**src/rtl/cpg_pkg.sv**
```systemverilog
// ----------------------------------------------------------------------------
// cpg_pkg
// Types and constants shared by the circle pixel generator modules.
// ----------------------------------------------------------------------------
package cpg_pkg;

    // command action codes
    localparam logic ACT_START = 1'b0;
    localparam logic ACT_STEP  = 1'b1;

    // configuration register indexes
    localparam logic REG_WIDTH  = 1'b0;
    localparam logic REG_HEIGHT = 1'b1;

    // configuration reset values
    localparam logic [15:0] WIDTH_RESET  = 16'd480;
    localparam logic [15:0] HEIGHT_RESET = 16'd320;

    // decision term constants
    localparam logic signed [23:0] DEC_INIT    = 24'sd3;
    localparam logic signed [23:0] DEC_NEG_ADD = 24'sd6;
    localparam logic signed [23:0] DEC_POS_ADD = 24'sd10;

    // rgb565 channel masks for the left-aligned colour bytes
    localparam logic [7:0] RED_MASK   = 8'hF8;
    localparam logic [7:0] GREEN_MASK = 8'hFC;

    // pixel slots in one step
    localparam int          NUM_SLOTS  = 10;
    localparam logic [3:0]  LAST_SLOT  = 4'(NUM_SLOTS - 1);
    localparam logic [3:0]  FIRST_SLOT = 4'd0;

    // offset codes applied to a centre coordinate
    localparam logic [1:0] OFS_SUB_A = 2'd0;
    localparam logic [1:0] OFS_ADD_A = 2'd1;
    localparam logic [1:0] OFS_SUB_B = 2'd2;
    localparam logic [1:0] OFS_ADD_B = 2'd3;

    // per-slot offsets; the last slot uses the updated a and b
    localparam logic [1:0] X_SEL [0:NUM_SLOTS-1] = '{
        OFS_SUB_B, OFS_ADD_B, OFS_SUB_A, OFS_SUB_B, OFS_SUB_A,
        OFS_ADD_B, OFS_ADD_A, OFS_ADD_A, OFS_SUB_B, OFS_ADD_A
    };
    localparam logic [1:0] Y_SEL [0:NUM_SLOTS-1] = '{
        OFS_SUB_A, OFS_SUB_A, OFS_ADD_B, OFS_SUB_A, OFS_SUB_B,
        OFS_ADD_A, OFS_SUB_B, OFS_ADD_B, OFS_ADD_A, OFS_ADD_B
    };

    // snapshot of one step handed from the core to the emitter
    typedef struct packed {
        logic        done;
        logic [15:0] cx;
        logic [15:0] cy;
        logic [15:0] colour;
        logic [15:0] a;
        logic [15:0] b;
        logic [15:0] a_nx;
        logic [15:0] b_nx;
    } t_burst;

    // visible screen area
    typedef struct packed {
        logic [15:0] width;
        logic [15:0] height;
    } t_screen;

endpackage

```
**src/rtl/cpg_cmd_if.sv**
```systemverilog
// ----------------------------------------------------------------------------
// cpg_cmd_if
// Command channel: start or step transactions with circle parameters.
// ----------------------------------------------------------------------------
interface cpg_cmd_if;
    logic        valid;
    logic        ready;
    logic        action;
    logic [15:0] center_x;
    logic [15:0] center_y;
    logic [15:0] radius;
    logic [15:0] colour;

    modport source (output valid, action, center_x, center_y, radius, colour,
                    input ready);
    modport sink (input valid, action, center_x, center_y, radius, colour,
                  output ready);
endinterface

```
**src/rtl/cpg_pix_if.sv**
```systemverilog
// ----------------------------------------------------------------------------
// cpg_pix_if
// Pixel channel: one pixel write or done marker per transaction.
// ----------------------------------------------------------------------------
interface cpg_pix_if;
    logic        valid;
    logic        ready;
    logic [15:0] pixel_x;
    logic [15:0] pixel_y;
    logic [7:0]  red_byte;
    logic [7:0]  green_byte;
    logic [7:0]  blue_byte;
    logic        visible;
    logic        last;
    logic        done_res;

    modport source (output valid, pixel_x, pixel_y, red_byte, green_byte,
                    blue_byte, visible, last, done_res, input ready);
    modport sink (input valid, pixel_x, pixel_y, red_byte, green_byte,
                  blue_byte, visible, last, done_res, output ready);
endinterface

```
**src/rtl/cpg_core.sv**
```systemverilog
// ----------------------------------------------------------------------------
// cpg_core
// Circle state and midpoint update; hands a snapshot of each step onward.
// ----------------------------------------------------------------------------
module cpg_core (
    input  logic               i_clk,
    input  logic               i_rst_n,
    input  logic               i_accept,
    input  logic               i_action,
    input  logic [15:0]        i_center_x,
    input  logic [15:0]        i_center_y,
    input  logic [15:0]        i_radius,
    input  logic [15:0]        i_colour,
    input  logic               i_cfg_we,
    input  logic               i_cfg_idx,
    input  logic [15:0]        i_cfg_data,
    output cpg_pkg::t_burst    o_burst,
    output cpg_pkg::t_screen   o_screen
);

    logic [15:0]        r_cx, r_cy, r_col;
    logic signed [16:0] r_a, r_b;
    logic signed [23:0] r_dec;
    logic               r_run;
    logic [15:0]        r_width, r_height;

    logic               pass;
    logic signed [16:0] a_nx, b_nx;
    logic signed [23:0] n_dec, dec_start;
    logic               n_run;

    // midpoint update for one pass
    always_comb begin
        pass = r_run && !(r_a > r_b);
        a_nx = r_a + 17'sd1;
        if (r_dec[23]) begin
            n_dec = r_dec + (24'(a_nx) <<< 2) + cpg_pkg::DEC_NEG_ADD;
            b_nx  = r_b;
        end else begin
            n_dec = r_dec + cpg_pkg::DEC_POS_ADD + (24'(a_nx - r_b) <<< 2);
            b_nx  = r_b - 17'sd1;
        end
        n_run     = !(a_nx > b_nx);
        dec_start = cpg_pkg::DEC_INIT - $signed(24'(i_radius) << 1);
    end

    // circle state
    always_ff @(posedge i_clk) begin
        if (!i_rst_n) begin
            r_cx  <= '0;
            r_cy  <= '0;
            r_col <= '0;
            r_a   <= '0;
            r_b   <= '0;
            r_dec <= '0;
            r_run <= 1'b0;
        end else if (i_accept) begin
            if (i_action == cpg_pkg::ACT_START) begin
                r_cx  <= i_center_x;
                r_cy  <= i_center_y;
                r_col <= i_colour;
                r_a   <= '0;
                r_b   <= $signed({1'b0, i_radius});
                r_dec <= dec_start;
                r_run <= 1'b1;
            end else if (pass) begin
                r_a   <= a_nx;
                r_b   <= b_nx;
                r_dec <= n_dec;
                r_run <= n_run;
            end else begin
                r_run <= 1'b0;
            end
        end
    end

    // configuration registers
    always_ff @(posedge i_clk) begin
        if (!i_rst_n) begin
            r_width  <= cpg_pkg::WIDTH_RESET;
            r_height <= cpg_pkg::HEIGHT_RESET;
        end else if (i_cfg_we) begin
            unique case (i_cfg_idx)
                cpg_pkg::REG_WIDTH:  r_width  <= i_cfg_data;
                cpg_pkg::REG_HEIGHT: r_height <= i_cfg_data;
                default: ;
            endcase
        end
    end

    // step snapshot
    always_comb begin
        o_burst.done   = !pass;
        o_burst.cx     = r_cx;
        o_burst.cy     = r_cy;
        o_burst.colour = r_col;
        o_burst.a      = r_a[15:0];
        o_burst.b      = r_b[15:0];
        o_burst.a_nx   = a_nx[15:0];
        o_burst.b_nx   = b_nx[15:0];
        o_screen.width  = r_width;
        o_screen.height = r_height;
    end

endmodule

```
**src/rtl/cpg_emitter.sv**
```systemverilog
// ----------------------------------------------------------------------------
// cpg_emitter
// Walks the pixel slots of a step snapshot into the output register.
// ----------------------------------------------------------------------------
module cpg_emitter (
    input  logic               i_clk,
    input  logic               i_rst_n,
    input  logic               i_load,
    input  cpg_pkg::t_burst    i_burst,
    input  cpg_pkg::t_screen   i_screen,
    output logic               o_cmd_ready,
    cpg_pix_if.source          o_pix
);

    cpg_pkg::t_burst r_burst;
    logic            r_busy;
    logic [3:0]      r_idx;

    logic            r_out_valid;
    logic [15:0]     r_out_x, r_out_y;
    logic [7:0]      r_out_red, r_out_green, r_out_blue;
    logic            r_out_vis, r_out_last, r_out_done;

    logic            adv, at_end;
    logic [15:0]     sa, sb;
    logic [15:0]     n_x, n_y;
    logic [7:0]      n_red, n_green, n_blue;
    logic            n_vis, n_last;

    function automatic logic [15:0] offset(input logic [15:0] base,
                                           input logic [15:0] a,
                                           input logic [15:0] b,
                                           input logic [1:0]  code);
        logic [15:0] res;
        res = base;
        case (code)
            cpg_pkg::OFS_SUB_A: res = base - a;
            cpg_pkg::OFS_ADD_A: res = base + a;
            cpg_pkg::OFS_SUB_B: res = base - b;
            cpg_pkg::OFS_ADD_B: res = base + b;
            default:            res = base;
        endcase
        return res;
    endfunction

    // slot sequencing
    always_comb begin
        adv    = r_busy && (!r_out_valid || o_pix.ready);
        at_end = r_burst.done || (r_idx == cpg_pkg::LAST_SLOT);
        o_cmd_ready = !r_busy || (adv && at_end);
    end

    // pixel for the current slot
    always_comb begin
        if (r_idx == cpg_pkg::LAST_SLOT) begin
            sa = r_burst.a_nx;
            sb = r_burst.b_nx;
        end else begin
            sa = r_burst.a;
            sb = r_burst.b;
        end
        n_x     = offset(r_burst.cx, sa, sb, cpg_pkg::X_SEL[r_idx]);
        n_y     = offset(r_burst.cy, sa, sb, cpg_pkg::Y_SEL[r_idx]);
        n_red   = 8'(r_burst.colour >> 8) & cpg_pkg::RED_MASK;
        n_green = 8'(r_burst.colour >> 3) & cpg_pkg::GREEN_MASK;
        n_blue  = 8'(r_burst.colour << 3);
        n_vis   = (n_x < i_screen.width) && (n_y < i_screen.height);
        n_last  = (r_idx == cpg_pkg::LAST_SLOT);
    end

    // snapshot register and slot counter
    always_ff @(posedge i_clk) begin
        if (!i_rst_n) begin
            r_busy <= 1'b0;
            r_idx  <= cpg_pkg::FIRST_SLOT;
        end else begin
            if (adv) begin
                if (at_end) begin
                    r_busy <= 1'b0;
                    r_idx  <= cpg_pkg::FIRST_SLOT;
                end else begin
                    r_idx <= r_idx + 4'd1;
                end
            end
            if (i_load) begin
                r_busy <= 1'b1;
                r_idx  <= cpg_pkg::FIRST_SLOT;
            end
        end
    end

    always_ff @(posedge i_clk) begin
        if (i_load) begin
            r_burst <= i_burst;
        end
    end

    // output register control
    always_ff @(posedge i_clk) begin
        if (!i_rst_n) begin
            r_out_valid <= 1'b0;
        end else if (adv) begin
            r_out_valid <= 1'b1;
        end else if (o_pix.ready) begin
            r_out_valid <= 1'b0;
        end
    end

    // output register payload
    always_ff @(posedge i_clk) begin
        if (adv) begin
            if (r_burst.done) begin
                r_out_x     <= '0;
                r_out_y     <= '0;
                r_out_red   <= '0;
                r_out_green <= '0;
                r_out_blue  <= '0;
                r_out_vis   <= 1'b0;
                r_out_last  <= 1'b1;
                r_out_done  <= 1'b1;
            end else begin
                r_out_x     <= n_x;
                r_out_y     <= n_y;
                r_out_red   <= n_red;
                r_out_green <= n_green;
                r_out_blue  <= n_blue;
                r_out_vis   <= n_vis;
                r_out_last  <= n_last;
                r_out_done  <= 1'b0;
            end
        end
    end

    assign o_pix.valid      = r_out_valid;
    assign o_pix.pixel_x    = r_out_x;
    assign o_pix.pixel_y    = r_out_y;
    assign o_pix.red_byte   = r_out_red;
    assign o_pix.green_byte = r_out_green;
    assign o_pix.blue_byte  = r_out_blue;
    assign o_pix.visible    = r_out_vis;
    assign o_pix.last       = r_out_last;
    assign o_pix.done_res   = r_out_done;

endmodule

```
**src/rtl/circle_pixel_generator_top.sv**
```systemverilog
// ----------------------------------------------------------------------------
// circle_pixel_generator_top
// Midpoint circle pixel generator with screen clipping and rgb565 byte output.
// ----------------------------------------------------------------------------
// Usage:
//   i_cmd carries start and step transactions. A start loads centre, radius
//   and colour and gives no pixel transaction. A step runs one pass of the
//   circle loop and gives ten pixel transactions on o_pix, the tenth with
//   last set; once the circle is finished a step gives a single transaction
//   with done_res and last set.
//   A step is captured in the snapshot register before its first pixel
//   enters the output register. Throughput: one pixel per cycle while
//   o_pix.ready is high; the slot counter in the emitter walks the ten
//   pixels and i_cmd.ready rises again as the final pixel enters the output
//   register. Starts are accepted whenever i_cmd.ready is high. Reset:
//   output register empty, circle idle, width 480, height 320. Stall: a low
//   o_pix.ready holds the output register and the slot counter; i_cmd.ready
//   stays low until the step's last pixel moves in. Configuration writes
//   on i_cfg_we take effect the next cycle; the user must make them while
//   no transactions are in flight, which the block does not enforce.
// ----------------------------------------------------------------------------
module circle_pixel_generator_top (
    input  logic        i_clk,
    input  logic        i_rst_n,
    cpg_cmd_if.sink     i_cmd,
    cpg_pix_if.source   o_pix,
    input  logic        i_cfg_we,
    input  logic        i_cfg_idx,
    input  logic [15:0] i_cfg_data
);

    cpg_pkg::t_burst  burst;
    cpg_pkg::t_screen screen;
    logic             accept;
    logic             load;
    logic             cmd_ready;

    // command handshake
    assign i_cmd.ready = cmd_ready;
    assign accept      = i_cmd.valid && cmd_ready;
    assign load        = accept && (i_cmd.action == cpg_pkg::ACT_STEP);

    // circle state
    cpg_core u_core (
        .i_clk      (i_clk),
        .i_rst_n    (i_rst_n),
        .i_accept   (accept),
        .i_action   (i_cmd.action),
        .i_center_x (i_cmd.center_x),
        .i_center_y (i_cmd.center_y),
        .i_radius   (i_cmd.radius),
        .i_colour   (i_cmd.colour),
        .i_cfg_we   (i_cfg_we),
        .i_cfg_idx  (i_cfg_idx),
        .i_cfg_data (i_cfg_data),
        .o_burst    (burst),
        .o_screen   (screen)
    );

    // pixel sequencing
    cpg_emitter u_emitter (
        .i_clk       (i_clk),
        .i_rst_n     (i_rst_n),
        .i_load      (load),
        .i_burst     (burst),
        .i_screen    (screen),
        .o_cmd_ready (cmd_ready),
        .o_pix       (o_pix)
    );

endmodule

```
**src/flat_wrapper.sv**
```systemverilog
// flat-port wrapper written by rule: the top's interface ports become plain ports
module circle_pixel_generator_top_flat 
  (i_clk, i_rst_n, i_cfg_we, i_cfg_idx, i_cfg_data, i_cmd_valid, i_cmd_action, i_cmd_center_x, i_cmd_center_y, i_cmd_radius, i_cmd_colour, i_cmd_ready, o_pix_valid, o_pix_pixel_x, o_pix_pixel_y, o_pix_red_byte, o_pix_green_byte, o_pix_blue_byte, o_pix_visible, o_pix_last, o_pix_done_res, o_pix_ready);
  cpg_cmd_if i_cmd_i ();
  cpg_pix_if o_pix_i ();
  input  logic i_clk;
  input  logic i_rst_n;
  input  logic i_cfg_we;
  input  logic i_cfg_idx;
  input  logic [15:0] i_cfg_data;
  input wire logic [$bits(i_cmd_i.valid)-1:0] i_cmd_valid;
  input wire logic [$bits(i_cmd_i.action)-1:0] i_cmd_action;
  input wire logic [$bits(i_cmd_i.center_x)-1:0] i_cmd_center_x;
  input wire logic [$bits(i_cmd_i.center_y)-1:0] i_cmd_center_y;
  input wire logic [$bits(i_cmd_i.radius)-1:0] i_cmd_radius;
  input wire logic [$bits(i_cmd_i.colour)-1:0] i_cmd_colour;
  output wire logic [$bits(i_cmd_i.ready)-1:0] i_cmd_ready;
  output wire logic [$bits(o_pix_i.valid)-1:0] o_pix_valid;
  output wire logic [$bits(o_pix_i.pixel_x)-1:0] o_pix_pixel_x;
  output wire logic [$bits(o_pix_i.pixel_y)-1:0] o_pix_pixel_y;
  output wire logic [$bits(o_pix_i.red_byte)-1:0] o_pix_red_byte;
  output wire logic [$bits(o_pix_i.green_byte)-1:0] o_pix_green_byte;
  output wire logic [$bits(o_pix_i.blue_byte)-1:0] o_pix_blue_byte;
  output wire logic [$bits(o_pix_i.visible)-1:0] o_pix_visible;
  output wire logic [$bits(o_pix_i.last)-1:0] o_pix_last;
  output wire logic [$bits(o_pix_i.done_res)-1:0] o_pix_done_res;
  input wire logic [$bits(o_pix_i.ready)-1:0] o_pix_ready;
  assign i_cmd_i.valid = i_cmd_valid;
  assign i_cmd_i.action = i_cmd_action;
  assign i_cmd_i.center_x = i_cmd_center_x;
  assign i_cmd_i.center_y = i_cmd_center_y;
  assign i_cmd_i.radius = i_cmd_radius;
  assign i_cmd_i.colour = i_cmd_colour;
  assign i_cmd_ready = i_cmd_i.ready;
  assign o_pix_valid = o_pix_i.valid;
  assign o_pix_pixel_x = o_pix_i.pixel_x;
  assign o_pix_pixel_y = o_pix_i.pixel_y;
  assign o_pix_red_byte = o_pix_i.red_byte;
  assign o_pix_green_byte = o_pix_i.green_byte;
  assign o_pix_blue_byte = o_pix_i.blue_byte;
  assign o_pix_visible = o_pix_i.visible;
  assign o_pix_last = o_pix_i.last;
  assign o_pix_done_res = o_pix_i.done_res;
  assign o_pix_i.ready = o_pix_ready;
  circle_pixel_generator_top u_core (.i_clk(i_clk), .i_rst_n(i_rst_n), .i_cmd(i_cmd_i), .o_pix(o_pix_i), .i_cfg_we(i_cfg_we), .i_cfg_idx(i_cfg_idx), .i_cfg_data(i_cfg_data));
endmodule
```
**config.mk**
```make
export PLATFORM = sky130hd
export DESIGN_NAME = circle_pixel_generator_top_flat
export DESIGN_NICKNAME = d
export VERILOG_FILES = /design/src/rtl/cpg_pkg.sv /design/src/rtl/cpg_cmd_if.sv /design/src/rtl/cpg_pix_if.sv /design/src/rtl/cpg_core.sv /design/src/rtl/cpg_emitter.sv /design/src/rtl/circle_pixel_generator_top.sv /design/src/flat_wrapper.sv
export SDC_FILE = /design/constraint.sdc
export NUM_CORES = 1
export LEC_CHECK = 0
export BUFFER_PORTS_ARGS = -buffer_cell sky130_fd_sc_hd__buf_4
export CAP_MARGIN = 20
export CORE_UTILIZATION = 40
export DETAILED_ROUTE_END_ITERATION = 8
export PLACE_DENSITY = 0.68
export SYNTH_ARGS = -nofsm -noshare
export SYNTH_HDL_FRONTEND = slang
export SYNTH_SLANG_ARGS = --single-unit
export TNS_END_PERCENT = 50
```
**constraint.sdc**
```tcl
create_clock -name i_clk -period 7.24 [get_ports i_clk]
set_input_delay 2.172 -clock i_clk [delete_from_list [all_inputs] [get_ports i_clk]]
set_output_delay 2.172 -clock i_clk [all_outputs]
set_load 0.02 [all_outputs]
```
After elaboration in Yosys (flattened, before gate mapping)
Memory sizes are Yosys's and may differ from the RTL's.
Index checks and enable logic that the tools add are counted.
W data, S select, Z words.
{"block": "totals", "reg_bits": 317, "romBits": 64, "inputBits": 87, "output_inout_bits": 61, "elab_cells": 117, "memories": 2}
{"memory": "(no name shown)", "words": 16, "word_bits": 2, "rd": 1, "rd_ports_with_merged_regs": 0, "write_ports": 0, "line": "cpg_emitter.sv:62", "text": "n_x = offset(r_burst.cx, sa, sb, cpg_pkg::X_SEL[r_idx]);"}
{"memory": "(no name shown)", "words": 16, "word_bits": 2, "rd": 1, "rd_ports_with_merged_regs": 0, "write_ports": 0, "line": "cpg_emitter.sv:63", "text": "n_y = offset(r_burst.cy, sa, sb, cpg_pkg::Y_SEL[r_idx]);"}
{"block": "op_classes", "n_addsub": 17, "n_lt_le_gt_ge": 5, "eq_ne": 8, "n_mux": 25, "bitwise_logic": 4, "reduce_logical": 25}
{"operator": "$pmux W16 S4", "count": 2}
{"operator": "$mux W17", "count": 5}
{"operator": "$mux W24", "count": 3}
{"operator": "$add A16 B16 Y16", "count": 4}
{"operator": "$sub A16 B16 Y16", "count": 4}
{"operator": "$gt A17 B17 Y1", "count": 2}
{"operator": "$lt A16 B16 Y1", "count": 2}
{"operator": "$mux W16", "count": 2}
{"operator": "$add A24 B19 Y24", "count": 1}
{"operator": "$add A24 B20 Y24", "count": 1}
{"operator": "$add A24 B4 Y24 const B", "count": 1}
{"operator": "$add A24 B5 Y24 const B", "count": 1}
{"operator": "$sub A17 B17 Y18", "count": 1}
{"operator": "$sub A2 B17 Y18 const A", "count": 1}
{"operator": "$add A17 B2 Y17 const B", "count": 1}
{"operator": "$sub A17 B2 Y17 const B", "count": 1}
{"operator": "$reduce_and A2 Y1", "count": 5}
{"operator": "$eq A2 B2 Y1 const B", "count": 4}
{"operator": "$mux W1", "count": 8}
{"operator": "$mux W2", "count": 4}
{"operator": "$logic_and A1 B1 Y1", "count": 6}
{"operator": "$reduce_bool A2 Y1", "count": 3}
{"operator": "$ge A5 B5 Y1 const B", "count": 1}
{"operator": "$logic_not A1 Y1", "count": 5}
{"operator": "other kinds (10)", "count": 16}

Depth between registers and ports, before layout
Gate-level depths: netlist of run 1.
{"block": "depth", "ltp_word": 9, "depth_mapped": 32, "mapped_depth_nobuf": 28}

Cells and area by module
Synthesis of run 1 repeated with hierarchy kept, for this count alone.
{"block": "unflattened", "hier_cells": 2237, "hier_area_um2": 20300.7}
{"module": "cpg_core", "instances": 1, "cells_per_inst": 1346, "area_per_inst_um2": 10401.2, "seq_area_each_um2": 2762.6}
{"module": "cpg_emitter", "instances": 1, "cells_per_inst": 889, "area_per_inst_um2": 9887.0, "seq_area_each_um2": 5044.8}
{"module": "circle_pixel_generator_top", "instances": 1, "cells_per_inst": 2, "area_per_inst_um2": 12.5, "seq_area_each_um2": 0.0}

Least setup slack after synthesis of run 1
No wires, ideal clock.
{"block": "synth_timing", "path_type": "input -> register", "from": "in o_pix_ready", "to": "reg u_core.u_emitter.r_burst (netlist bit u_core.u_emitter.n_blue[3]), enable pin", "setup_ns": 0.467, "arrival_ns": 5.037, "t_required_ns": 6.773, "slack_ns": 1.736, "stages": 5, "path_buffers": 0, "cell_sequence": "nand2b_1 a21o_1 and2_1 nand2_1 inv_1"}
{"block": "synth_between", "elab_chain_cells": 6}
{"item": "start: declaration", "line": "flat_wrapper.sv:27", "text": "input wire logic [$bits(o_pix_i.ready)-1:0] o_pix_ready;"}
{"item": "$logic_or A1 B1 Y1", "line": "cpg_emitter.sv:48", "text": "adv = r_busy && (!r_out_valid || o_pix.ready);"}
{"item": "$logic_and A1 B1 Y1", "line": "cpg_emitter.sv:48"}
{"item": "$logic_and A1 B1 Y1", "line": "cpg_emitter.sv:50", "text": "o_cmd_ready = !r_busy || (adv && at_end);"}
{"item": "$logic_or A1 B1 Y1", "line": "cpg_emitter.sv:50"}
{"item": "named net i_cmd_ready", "line": "flat_wrapper.sv:17", "text": "output wire logic [$bits(i_cmd_i.ready)-1:0] i_cmd_ready;"}
{"item": "$logic_and A1 B1 Y1", "line": "circle_pixel_generator_top.sv:40", "text": "assign accept = i_cmd.valid && cmd_ready;"}
{"item": "$logic_and A1 B1 Y1", "line": "circle_pixel_generator_top.sv:41", "text": "assign load = accept && (i_cmd.action == cpg_pkg::ACT_STEP);"}
{"item": "named net u_core.load", "line": "circle_pixel_generator_top.sv:35", "text": "logic load;"}
{"item": "end signal: assignment", "line": "cpg_emitter.sv:94", "text": "r_burst <= i_burst;"}
{"item": "end: declaration", "line": "cpg_emitter.sv:15", "text": "cpg_pkg::t_burst r_burst;"}
The timed path passes the listed nets, and every way through them passes these cells.
A chain may end at the register's enable or synchronous reset.

Final worst setup path of run 1
{"block": "layout_timing", "from": "reg u_core.u_emitter.r_idx[0]", "to": "reg u_core.u_emitter.r_out_vis, in the netlist u_core.u_emitter.o_pix.visible, data pin"}
{"block": "layout_between", "elab_chain_cells": 8, "elab_cells_between_ends": 31, "classes_between": "8 x add/sub; 2 x order compare; 7 x eq/ne; 8 x mux; 1 x bitwise; 3 x reduce/logical; 2 x memory"}
{"item": "start: declaration", "line": "cpg_emitter.sv:17", "text": "logic [3:0] r_idx;"}
{"item": "start signal: assignment", "line": "cpg_emitter.sv:75", "text": "r_idx <= cpg_pkg::FIRST_SLOT;"}
{"item": "start signal: assignment", "line": "cpg_emitter.sv:80", "text": "r_idx <= cpg_pkg::FIRST_SLOT;"}
{"item": "start signal: assignment", "line": "cpg_emitter.sv:82", "text": "r_idx <= r_idx + 4'd1;"}
{"item": "branches (longest 5 deep; another with $add A16 B16 Y16)"}
{"item": "$pmux W16 S4 *", "line": "cpg_emitter.sv:36", "text": "case (code)"}
{"item": "named net u_core.u_emitter.n_y[15]", "line": "cpg_emitter.sv:26", "text": "logic [15:0] n_x, n_y;"}
{"item": "$lt A16 B16 Y1 *", "line": "cpg_emitter.sv:67", "text": "n_vis = (n_x < i_screen.width) && (n_y < i_screen.height);"}
{"item": "$logic_and A1 B1 Y1 *", "line": "cpg_emitter.sv:67"}
{"item": "end signal: assignment", "line": "cpg_emitter.sv:127", "text": "r_out_vis <= n_vis;"}
{"item": "end: declaration", "line": "cpg_emitter.sv:22", "text": "logic r_out_vis, r_out_last, r_out_done;"}
Mark *: on every way through the listed nets, which the timed path passes. The select of a mux whose other input is x is not followed.

==> results of run 1 <==
[final timing paths]
| kind | startpoint | end | slack (ps) |
|---|---|---|---|
| worst max register to register | u_core.u_emitter.r_idx[0]$_SDFFE_PP0P_ | u_core.u_emitter.o_pix.visible$_SDFFCE_PP0P_ | 910 |
| worst min register to register | u_core.u_core.r_cy[12]$_SDFFE_PN0P_ | u_core.u_emitter.r_burst[92]$_DFFE_PP_ | 430 |
| worst min-delay path | u_core.u_core.r_cy[12]$_SDFFE_PN0P_ | u_core.u_emitter.r_burst[92]$_DFFE_PP_ | 430 |
| worst max-delay path | u_core.u_emitter.r_idx[0]$_SDFFE_PP0P_ | u_core.u_emitter.o_pix.visible$_SDFFCE_PP0P_ | 910 |
[per-stage QoR]
| step | area, um^2 | cells | hold WS (ps) | setup slack, ps | util (%) |
|---|---|---|---|---|---|
| final | 22900 | 3026 | 429 | 915 | 46.6 |
| after CTS | 22800 | 3025 | 431 | 989 | 46.5 |
| after global routing | 22900 | 3026 | 436 | 460 | 46.6 |
| after floorplan | 20000 | 2229 | 408 | 1740 | - |
| after detailed placement | 21600 | 2959 | 416 | 1060 | 44.1 |
| after global placement | 21600 | 2957 | 412 | 1320 | 44.1 |
[state kept, by name, summed over array words and instances (netlist names), 17 cells and up]
name / cells
u_core.u_core.r_a: 17
u_core.u_core.r_dec: 23
u_core.u_emitter.r_burst: 97
u_core.u_core.r_b: 17
[cell families after synthesis]
logic type | synth area share [%]
simple gates | 17.5
compound gates | 18.4
flops | 39.1
fa+ha+maj | 13.5
buf+inv | 3.97
xor+xnor | 5.36
mux | 2.06
other cells | 0.0188
[where the power goes]
part           switching, W  internal, W  total (W)
combinational      0.000805     0.000553    0.00136
sequential        0.0000613      0.00195    0.00201
clock              0.000758      0.00106    0.00182
[cells in the final DEF (no fill, tap or decap), drive strengths merged, types with 29 or more instances in the layout]
cell type,n
nor2,136
a21o,43
o21a,29
inv,103
nor2b,65
clkbuf,45
ha,208
o21ai,115
xor2,43
nor3,62
nand3,47
dfxtp,144
o211ai,31
xnor2,79
buf,161
nand2,306
a21oi,232
mux2i,36
edfxtp,164
[worst max-delay path, delay by kind of cell, from the launching register on]
kind | cells | cell delay, ps
AOI/OAI and AO/OA | 12 | 2890
xor gates and xnor gates | 2 | 250
adders and majority gates | 4 | 1170
buffers and inverters | 1 | 320
DFF | 1 | 510
muxes | 1 | 360
and+or+nand+nor | 4 | 670
[synthesized netlist by cell type, drive strengths merged, types with 15 or more instances]
| master | n |
|---|---|
| o21ai | 115 |
| nor2b | 65 |
| and2 | 19 |
| nand2 | 306 |
| nand4 | 21 |
| mux2i | 36 |
| nand2b | 20 |
| inv | 100 |
| clkbuf | 70 |
| ha | 208 |
| a21oi | 232 |
| xor2 | 43 |
| or3 | 24 |
| edfxtp | 164 |
| a31oi | 23 |
| xnor2 | 79 |
| a21o | 43 |
| nor2 | 136 |
| a211oi | 28 |
| nand3 | 47 |
| o31ai | 15 |
| o211ai | 31 |
| nor3 | 62 |
| dfxtp | 144 |
| o21a | 29 |
| buf | 24 |
[layer usage]
layer  share of wire, %  track usage, %
met4                3.3            7.81
met3                4.9            2.48
met1                 45            28.9
met2                 47            36.8
met5                  0               0
[area by class of cell]
class	instances	area, um^2	area share [%]
Clock inverter	21	188	0.821
Sequential cell	308	7810	34.2
Clock buffer	45	998	4.37
Multi-Input combinational cell	1726	11400	49.9
Timing Repair Buffer	161	1230	5.40
Inverter	101	383	1.68
Tap cell	664	831	3.64
==> impl_metrics.toml, run 1 <==
[status]
status = "finished, final reports clean"

[clock_tree]
cts_tree = "built"
insertion_delay_ps = 540
postCtsSetupBuffers = 0
cts_resized = 0
root_buffer = "clkbuf_16"
cts.sinks = 308
cts_made_buffers = 36
clk_path_buf_depth = 3
clk_pin_slew_ps = 60
htree_levels = 2
holdBufCountCts = 0

[drt]
drc = 0
dr.pass1.iters = 7
ant_nets = 0
viasPerCell = 5.56
wire_per_inst_um = 18.5
drt_iter0_drc = 1267
postRouteWirelength_mm = 55.9
via_count = 16800

[floorplan]
die_h_um = 225
ioPinCount = 148
core_mm2 = 0.0491
die_w_um = 225
dieArea_mm2 = 0.0508
rows = 81
start_util_pct = 40.7

[timing]
max_freq_mhz = 158
relSlewSlack_pct = 30.0
report.final.slew_viol_count = 0
rsz0062_at_grt = "false"
timing.final.crit_share_pct = 87.4
setup_viol = 0
skew_ps = 22.4
setup_tns_ps = 0
tightest_slew_ps = 1050
hold_viol = 0
finalCriticalPeriod_ps = 6330

[synthesis]
synth_area_leaders = "edfxtp_1 25%, dfxtp_1 14%, ha_1 13%, a21oi_1 5.8%, nand2_1 5.8%"
seq_area_frac_synth_pct = 39.1
synth_cells = 2222
syn_area_per_cell_um2 = 8.98
synth_edf_count = 164
yosysTopAreaCell = "edfxtp_1"
async_reset_ff_share_pct = 0
synth_cell_types = 75
synth_top_area_share_pct = 24.7
synth_area_mm2 = 0.0200
ys_warn_count = 0
ys.flop_type = "edfxtp_1"
ys_seq_elements = 308

[worst_hold_path]
whs_path_depth = 0
hp-class = "reg -> reg"

[cells_and_area]
nets = 2634
antennaDiodeCount = 0
area_growth_pct = 14.5
fill_cells = 4713
final_layout_size_suffix_gt1_share_pct = 10.2

[global_routing]
overflow = 0
grt_usage_pct = 21.8
grt_antenna_before_repair = 0
grt_max_degree = 85
grt_pass1_vias = 16300
grt_pass1_wl_mm = 87.5

[setup_path]
setup.worst_path.start_class = "flip-flop"
critical_path_class = "reg -> reg"
critPathMaxFanout = 23
arrival_ps = 6690
setup.worst_path.end_class = "flip-flop"
crit_chain = "ha_1, and3b_2, buf_4, mux2i_1, ha_1, o21a_1, o21a_1, o21ai_0, nand2_1, xor2_1, nand2_1, o21ai_0, ha_1, o21ai_0, o31ai_1, o41ai_1, o21ai_0, a21o_1, a21oi_1, xnor2_1, ha_1, a2111oi_0, o2111ai_1, nor3_1"
cp_slowest_cell = "dfxtp_1"
crit_required_ps = 7600
slowest_delay_ps = 510
rr_worst_depth = 24

[placement]
dp.final_hpwl_mm = 41.9
place.port_buffers = 139
place.gp.congestion = 0.986

[pwr]
pwr_density_cell_mw_per_mm2 = 227
ir_worst_vdd_v = 0.000160
total_power_w = 0.00518
p_leak_nw = 9.28

[run]
cap_violations = 0
Power figures use the tool's default switching activity.
==> inputs of run 2 (changes only) <==
--- a/config.mk
+++ b/config.mk
@@ -7,10 +7,11 @@
 export LEC_CHECK = 0
 export BUFFER_PORTS_ARGS = -buffer_cell sky130_fd_sc_hd__buf_4
 export CAP_MARGIN = 20
-export CORE_UTILIZATION = 40
+export CORE_UTILIZATION = 50
 export DETAILED_ROUTE_END_ITERATION = 8
-export PLACE_DENSITY = 0.68
+export PLACE_DENSITY = 0.79
 export SYNTH_ARGS = -nofsm -noshare
 export SYNTH_HDL_FRONTEND = slang
+export SYNTH_HIERARCHICAL = 1
 export SYNTH_SLANG_ARGS = --single-unit
 export TNS_END_PERCENT = 50
==> run 2 against run 1 <==
Sequential share of layout area up 0.11 points; clock skew grew 11 ps; via count down 0.22%; first-iteration DRC count fell by 1.9%; critical path type unchanged; critical endpoint is now u_core/u_core/r_dec[20]$_SDFFE_PN0P_; largest cell class unchanged; largest power group unchanged.
==> impl_metrics.toml, run 2 <==
[timing]
skew_ps = 33.5
tightest_slew_ps = 1120
max_freq_mhz = 158
hold_viol = 0
finalCriticalPeriod_ps = 6320
timing.final.crit_share_pct = 87.3
report.final.slew_viol_count = 0
setup_viol = 0
relSlewSlack_pct = 24.8
rsz0062_at_grt = "false"
setup_tns_ps = 0
holdWs_ps = 417

[worst_hold_path]
hp-class = "reg -> reg"
min_from = "u_core/u_core/r_col[2]$_SDFFE_PN0P_"

[status]
status = "finished, final reports clean"

[clock_tree]
clk_pin_slew_ps = 60
cts.sinks = 308
root_buffer = "clkbuf_16"
holdBufCountCts = 0
clk_path_buf_depth = 3
cts_made_buffers = 35
htree_levels = 2
cts_resized = 0
postCtsSetupBuffers = 0
cts_tree = "built"
insertion_delay_ps = 550

[cells_and_area]
area_growth_pct = 12.2
final_cell_mix = "282 x nand2_1, 208 x ha_1, 204 x a21oi_1"
antennaDiodeCount = 0
nets = 2610
final_layout_size_suffix_gt1_share_pct = 11.0
reg_top3 = "u_core/u_emitter/r_burst x97, u_core/u_core/r_dec x23"
fin_util_pct = 57.1
final_common_cell = "nand2_1"
fill_cells = 3405
stdcell_count = 2862
largest_reg_flops = 97
finish.instance_area_mm2 = 0.0228
regMostFlops = "u_core/u_emitter/r_burst"

[synthesis]
synth.most_common_cell = "nand2_1"
syn_area_per_cell_um2 = 9.07
ys_seq_elements = 308
synth_cell_types = 86
synth_cells = 2237
yosysTopAreaCell = "edfxtp_1"
async_reset_ff_share_pct = 0
seq_area_frac_synth_pct = 38.5
ys_top_cells_by_count = "283 x nand2_1, 208 x ha_1, 204 x a21oi_1"
synth_edf_count = 164
ys.flop_type = "edfxtp_1"
synth_area_mm2 = 0.0203
synth_area_leaders = "edfxtp_1 24%, dfxtp_1 14%, ha_1 13%, nand2_1 5.2%, a21oi_1 5.0%"
ys_warn_count = 6
synth_top_area_share_pct = 24.3

[global_routing]
grt_max_degree = 89
overflow = 0
grt_pass1_wl_mm = 83.8
grt_pass1_vias = 16500
grt_antenna_before_repair = 0
grt_usage_pct = 25.3

[setup_path]
slowest_delay_ps = 540
arrival_ps = 6770
ff2ff_setup_slack_ps = 920
crit_start = "u_core/u_core/r_a[0]$_SDFFE_PN0P_"
setup.worst_path.end_class = "flip-flop"
critPathMaxFanout = 10
crit_required_ps = 7700
critical_path_class = "reg -> reg"
setup.worst_path.start_class = "flip-flop"
timing.rr.start = "u_core/u_core/r_a[0]$_SDFFE_PN0P_"
cp_slowest_cell = "dfxtp_1"
critPathMostFrequentCell = "ha_1"

[floorplan]
die_h_um = 203
rows = 73
die_w_um = 203
ioPinCount = 148
dieArea_mm2 = 0.0414
start_util_pct = 50.9
core_mm2 = 0.0399

[drt]
viasPerCell = 5.87
drt_iter0_drc = 1243
via_count = 16800
postRouteWirelength_mm = 52.6
wire_per_inst_um = 18.4
dr.pass1.iters = 6
drc = 0
ant_nets = 0

[placement]
dp_cells = 2796
place.port_buffers = 139
place_area_mm2 = 0.0215
place.gp.congestion = 0.968
dp.final_hpwl_mm = 39.1

[run]
cap_violations = 0

[pwr]
p_leak_nw = 9.40
ir_worst_vdd_v = 0.000227
pwr_density_cell_mw_per_mm2 = 262
run 2: changes by cell type in the layout (fill, tap and decap cells not counted), sizes merged, moves of 18 or more:
| cell | previous run | this run |
|---|---|---|
| nor2 | 136 | 165 |
| nor2b | 65 | 47 |
| a21oi | 232 | 205 |
| nand2 | 306 | 284 |
| o21ai | 115 | 95 |
| nor3 | 62 | 43 |
run 2: final cells by class:
| type | count | area (um^2) | share of cell area [%] |
|---|---|---|---|
| flip-flops and latches | 308 | 7810 | 34.3 |
| multi-input cells | 1699 | 11500 | 50.4 |
| well taps | 525 | 657 | 2.88 |
| clock inverters | 26 | 352 | 1.54 |
| inverters | 111 | 418 | 1.83 |
| clock buffers | 38 | 887 | 3.89 |
| repair buffers | 155 | 1180 | 5.16 |
run 2: per-layer routing:
layer / global-route usage [%] / part of all wire (%) / up-vias
li1: - / - / 8131
met1: 32.0 / 43 / 7917
met2: 43.7 / 48 / 629
met3: 3.10 / 5.9 / 118
met4: 10.4 / 3.8 / 0
met5: 0 / 0 / -
run 2: cells by family after synthesis:
family / share of synthesized area [%]
AO/OA/AOI/OAI: 16.6
buffers and inverters: 5.36
adder cells (fa/ha/maj): 13.3
other: 0.0185
XOR/XNOR: 6.25
AND/OR/NAND/NOR: 17.3
flip-flops: 38.5
multiplexers: 2.64
run 2: per-stage QoR:
step,total power [W],worst slack [ps]
after floorplan,0.00356,661
after global placement,0.00398,1350
after detailed placement,0.00405,1130
after CTS,0.00595,1090
after global routing,0.00630,433
final,0.00596,922
run 2: critical path: cells and delay by family (launching register included):
kind	cells	cell delay, ps
AO/OA/AOI/OAI	13	2740
flip-flops	1	540
adder cells (fa/ha/maj)	4	1250
buffers and inverters	2	230
XOR/XNOR	2	590
AND/OR/NAND/NOR	5	910
run 2: worst paths after layout:
path | depth (start not counted) | to
setup / recovery | 26 | u_core/u_core/r_dec[20]$_SDFFE_PN0P_
hold / removal | 0 | u_core/u_emitter/n_blue[5]$_DFFE_PP_
setup reg to reg | 26 | u_core/u_core/r_dec[20]$_SDFFE_PN0P_
hold reg to reg | 0 | u_core/u_emitter/n_blue[5]$_DFFE_PP_
run 2: power breakdown:
part	switching, W	internal, W	total (W)
Sequential	0.0000851	0.00198	0.00207
Clock	0.000767	0.00112	0.00189
Combinational	0.00119	0.000816	0.00200
==> inputs of run 3 (changes only) <==
--- a/config.mk
+++ b/config.mk
@@ -7,9 +7,10 @@
 export LEC_CHECK = 0
 export BUFFER_PORTS_ARGS = -buffer_cell sky130_fd_sc_hd__buf_4
 export CAP_MARGIN = 20
-export CORE_UTILIZATION = 50
+export CORE_ASPECT_RATIO = 1.2
+export CORE_UTILIZATION = 58
 export DETAILED_ROUTE_END_ITERATION = 8
-export PLACE_DENSITY = 0.79
+export PLACE_DENSITY = 0.88
 export SYNTH_ARGS = -nofsm -noshare
 export SYNTH_HDL_FRONTEND = slang
 export SYNTH_HIERARCHICAL = 1
==> run 3 against run 2 <==
Count of clock-buffer cells in the layout increased by 1; combinational power increased by 2%; routed wire length increased by 0.63%; highest routed layer unchanged; total power decreased by 4.8%; critical path type unchanged; critical path depth decreased by 3; core utilization increased by 8.5 points; sequential share of layout area increased by 0.47 points; register-to-register slack improved by 30 ps; setup slack improved by 33 ps; sequential power about the same; via count increased by 2.0%; largest power group unchanged.
==> impl_metrics.toml, run 3 (synthesis results as in run 2) <==
[timing]
setup_tns_ps = 0
relSlewSlack_pct = 25.3
tightest_slew_ps = 1120
max_freq_mhz = 159
holdWs_ps = 427
rsz0062_at_grt = "false"
finalCriticalPeriod_ps = 6290
report.final.slew_viol_count = 0
setup_viol = 0
hold_viol = 0
timing.final.crit_share_pct = 86.8
skew_ps = 27.0

[cells_and_area]
final_layout_size_suffix_gt1_share_pct = 10.8
reg_top3 = "u_core/u_emitter/r_burst x97, u_core/u_core/r_dec x23"
largest_reg_flops = 97
final_common_cell = "nand2_1"
antennaDiodeCount = 0
fin_util_pct = 65.6
area_growth_pct = 10.7
nets = 2609
regMostFlops = "u_core/u_emitter/r_burst"
final_cell_mix = "282 x nand2_1, 208 x ha_1, 204 x a21oi_1"

[setup_path]
critPathMostFrequentCell = "ha_1"
critical_path_class = "reg -> reg"
crit_required_ps = 7730
slowest_delay_ps = 530
crit_family = "compound AO/OA/AOI/OAI gates"
setup.worst_path.end_class = "flip-flop"
crit_chain = "ha_1, and3_1, xor2_1, ha_1, or3_1, a31o_2, o211a_1, o31ai_1, a21boi_1, o31a_1, o21ai_1, a21oi_1, a31oi_1, ha_1, ha_1, and4_1, a21o_1, a21o_1, a21oi_1, o31ai_1, xnor2_1, a311o_1, a31oi_1"
critPathMaxFanout = 10
cp_slowest_cell = "dfxtp_1"
setup.worst_path.start_class = "flip-flop"
arrival_ps = 6780
cp_num_buf_inv = 0

[run]
cap_violations = 0

[clock_tree]
clk_pin_slew_ps = 70
cts_tree = "built"
postCtsSetupBuffers = 0
clk_path_buf_depth = 3
insertion_delay_ps = 580
cts.sinks = 308
root_buffer = "clkbuf_16"
holdBufCountCts = 0
htree_levels = 1
cts_resized = 0
cts_made_buffers = 30

[worst_hold_path]
hp-class = "reg -> reg"

[pwr]
ir_worst_vdd_v = 0.000235
p_leak_nw = 9.32
pwr_density_cell_mw_per_mm2 = 253

[drt]
viasPerCell = 6.14
drt_iter0_drc = 1400
ant_nets = 0
wire_per_inst_um = 19.0
via_count = 17100
dr.pass1.iters = 6
drc = 0
postRouteWirelength_mm = 52.9

[global_routing]
overflow = 0
grt_pass1_wl_mm = 82.9
grt_max_degree = 75
grt_pass1_vias = 16800
grt_usage_pct = 28.8
grt_antenna_before_repair = 0

[placement]
place.port_buffers = 139
place.gp.congestion = 1.02
dp.final_hpwl_mm = 39.3

[floorplan]
rows = 74
start_util_pct = 59.3
dieArea_mm2 = 0.0358
die_h_um = 207
core_mm2 = 0.0343
die_w_um = 173
ioPinCount = 148

[status]
status = "finished, final reports clean"
==> run 3: cell count changes in the layout (fill, tap and decap cells not counted), moves of 2 or more <==
cell        before  now
clkbuf_1         3    5
clkbuf_8         0    3
clkbuf_16       35   31
clkinv_1         2    0
bufinv_16        6    1
buf_4          154  158
inv_6            2    4
clkinvlp_4       6    2
==> run 3: final cells by class <==
cell class / instances / area (um^2)
inverter: 111 / 418
tap: 456 / 571
timing repair buffer: 159 / 1210
fill: 2615 / 11800
sequential: 308 / 7810
clock inverter: 17 / 149
clock buffer: 39 / 836
multi-input combinational: 1699 / 11500
==> run 3: worst paths after layout <==
| check | startpoint | to | slack, ps | cells after the start |
|---|---|---|---|---|
| setup / recovery | u_core/u_core/r_a[0]$_SDFFE_PN0P_ | u_core/u_core/r_dec[20]$_SDFFE_PN0P_ | 950 | 23 |
| hold / removal | u_core/u_core/r_col[0]$_SDFFE_PN0P_ | u_core/u_emitter/n_blue[3]$_DFFE_PP_ | 430 | 0 |
| setup reg to reg | u_core/u_core/r_a[0]$_SDFFE_PN0P_ | u_core/u_core/r_dec[20]$_SDFFE_PN0P_ | 950 | 23 |
| hold reg to reg | u_core/u_core/r_col[0]$_SDFFE_PN0P_ | u_core/u_emitter/n_blue[3]$_DFFE_PP_ | 430 | 0 |
==> run 3: stage by stage <==
stage	setup slack [ps]	instances	cell area (um^2)	total power (W)
after floorplan	661	2244	20300	0.00356
after global placement	1370	2732	21500	0.00396
after CTS	1080	2788	22400	0.00563
after global routing	621	2789	22500	0.00597
after detailed placement	1160	2732	21500	0.00407
final	955	2789	22500	0.00568
==> run 3: worst register-to-register path, stage by stage, from the launching register on <==
cell	delay, ps
dfxtp_1	530
ha_1	290
and3_1	220
xor2_1	470
ha_1	370
or3_1	410
a31o_2	260
o211a_1	150
o31ai_1	280
a21boi_1	160
o31a_1	270
o21ai_1	160
a21oi_1	90
a31oi_1	160
ha_1	250
ha_1	360
and4_1	280
a21o_1	160
a21o_1	130
a21oi_1	80
o31ai_1	490
xnor2_1	140
a311o_1	370
a31oi_1	130
==> run 3: power by group <==
| group | switching [W] | total, W | internal, W |
|---|---|---|---|
| Sequential | 0.0000893 | 0.00207 | 0.00198 |
| Combinational | 0.00121 | 0.00204 | 0.000826 |
| Clock | 0.000702 | 0.00157 | 0.000863 |
==> run 3: routing by layer <==
layer  share of wire [%]  vias up  global-route usage (%)  wire [um]
met1                  38     8030                    32.4      20200
met3                 6.4      180                    3.46       3400
met4                 5.8        0                    17.1       3050
met5                   0        -                       0          0
li1                    -     8123                       -          -
met2                  50      800                    52.6      26300
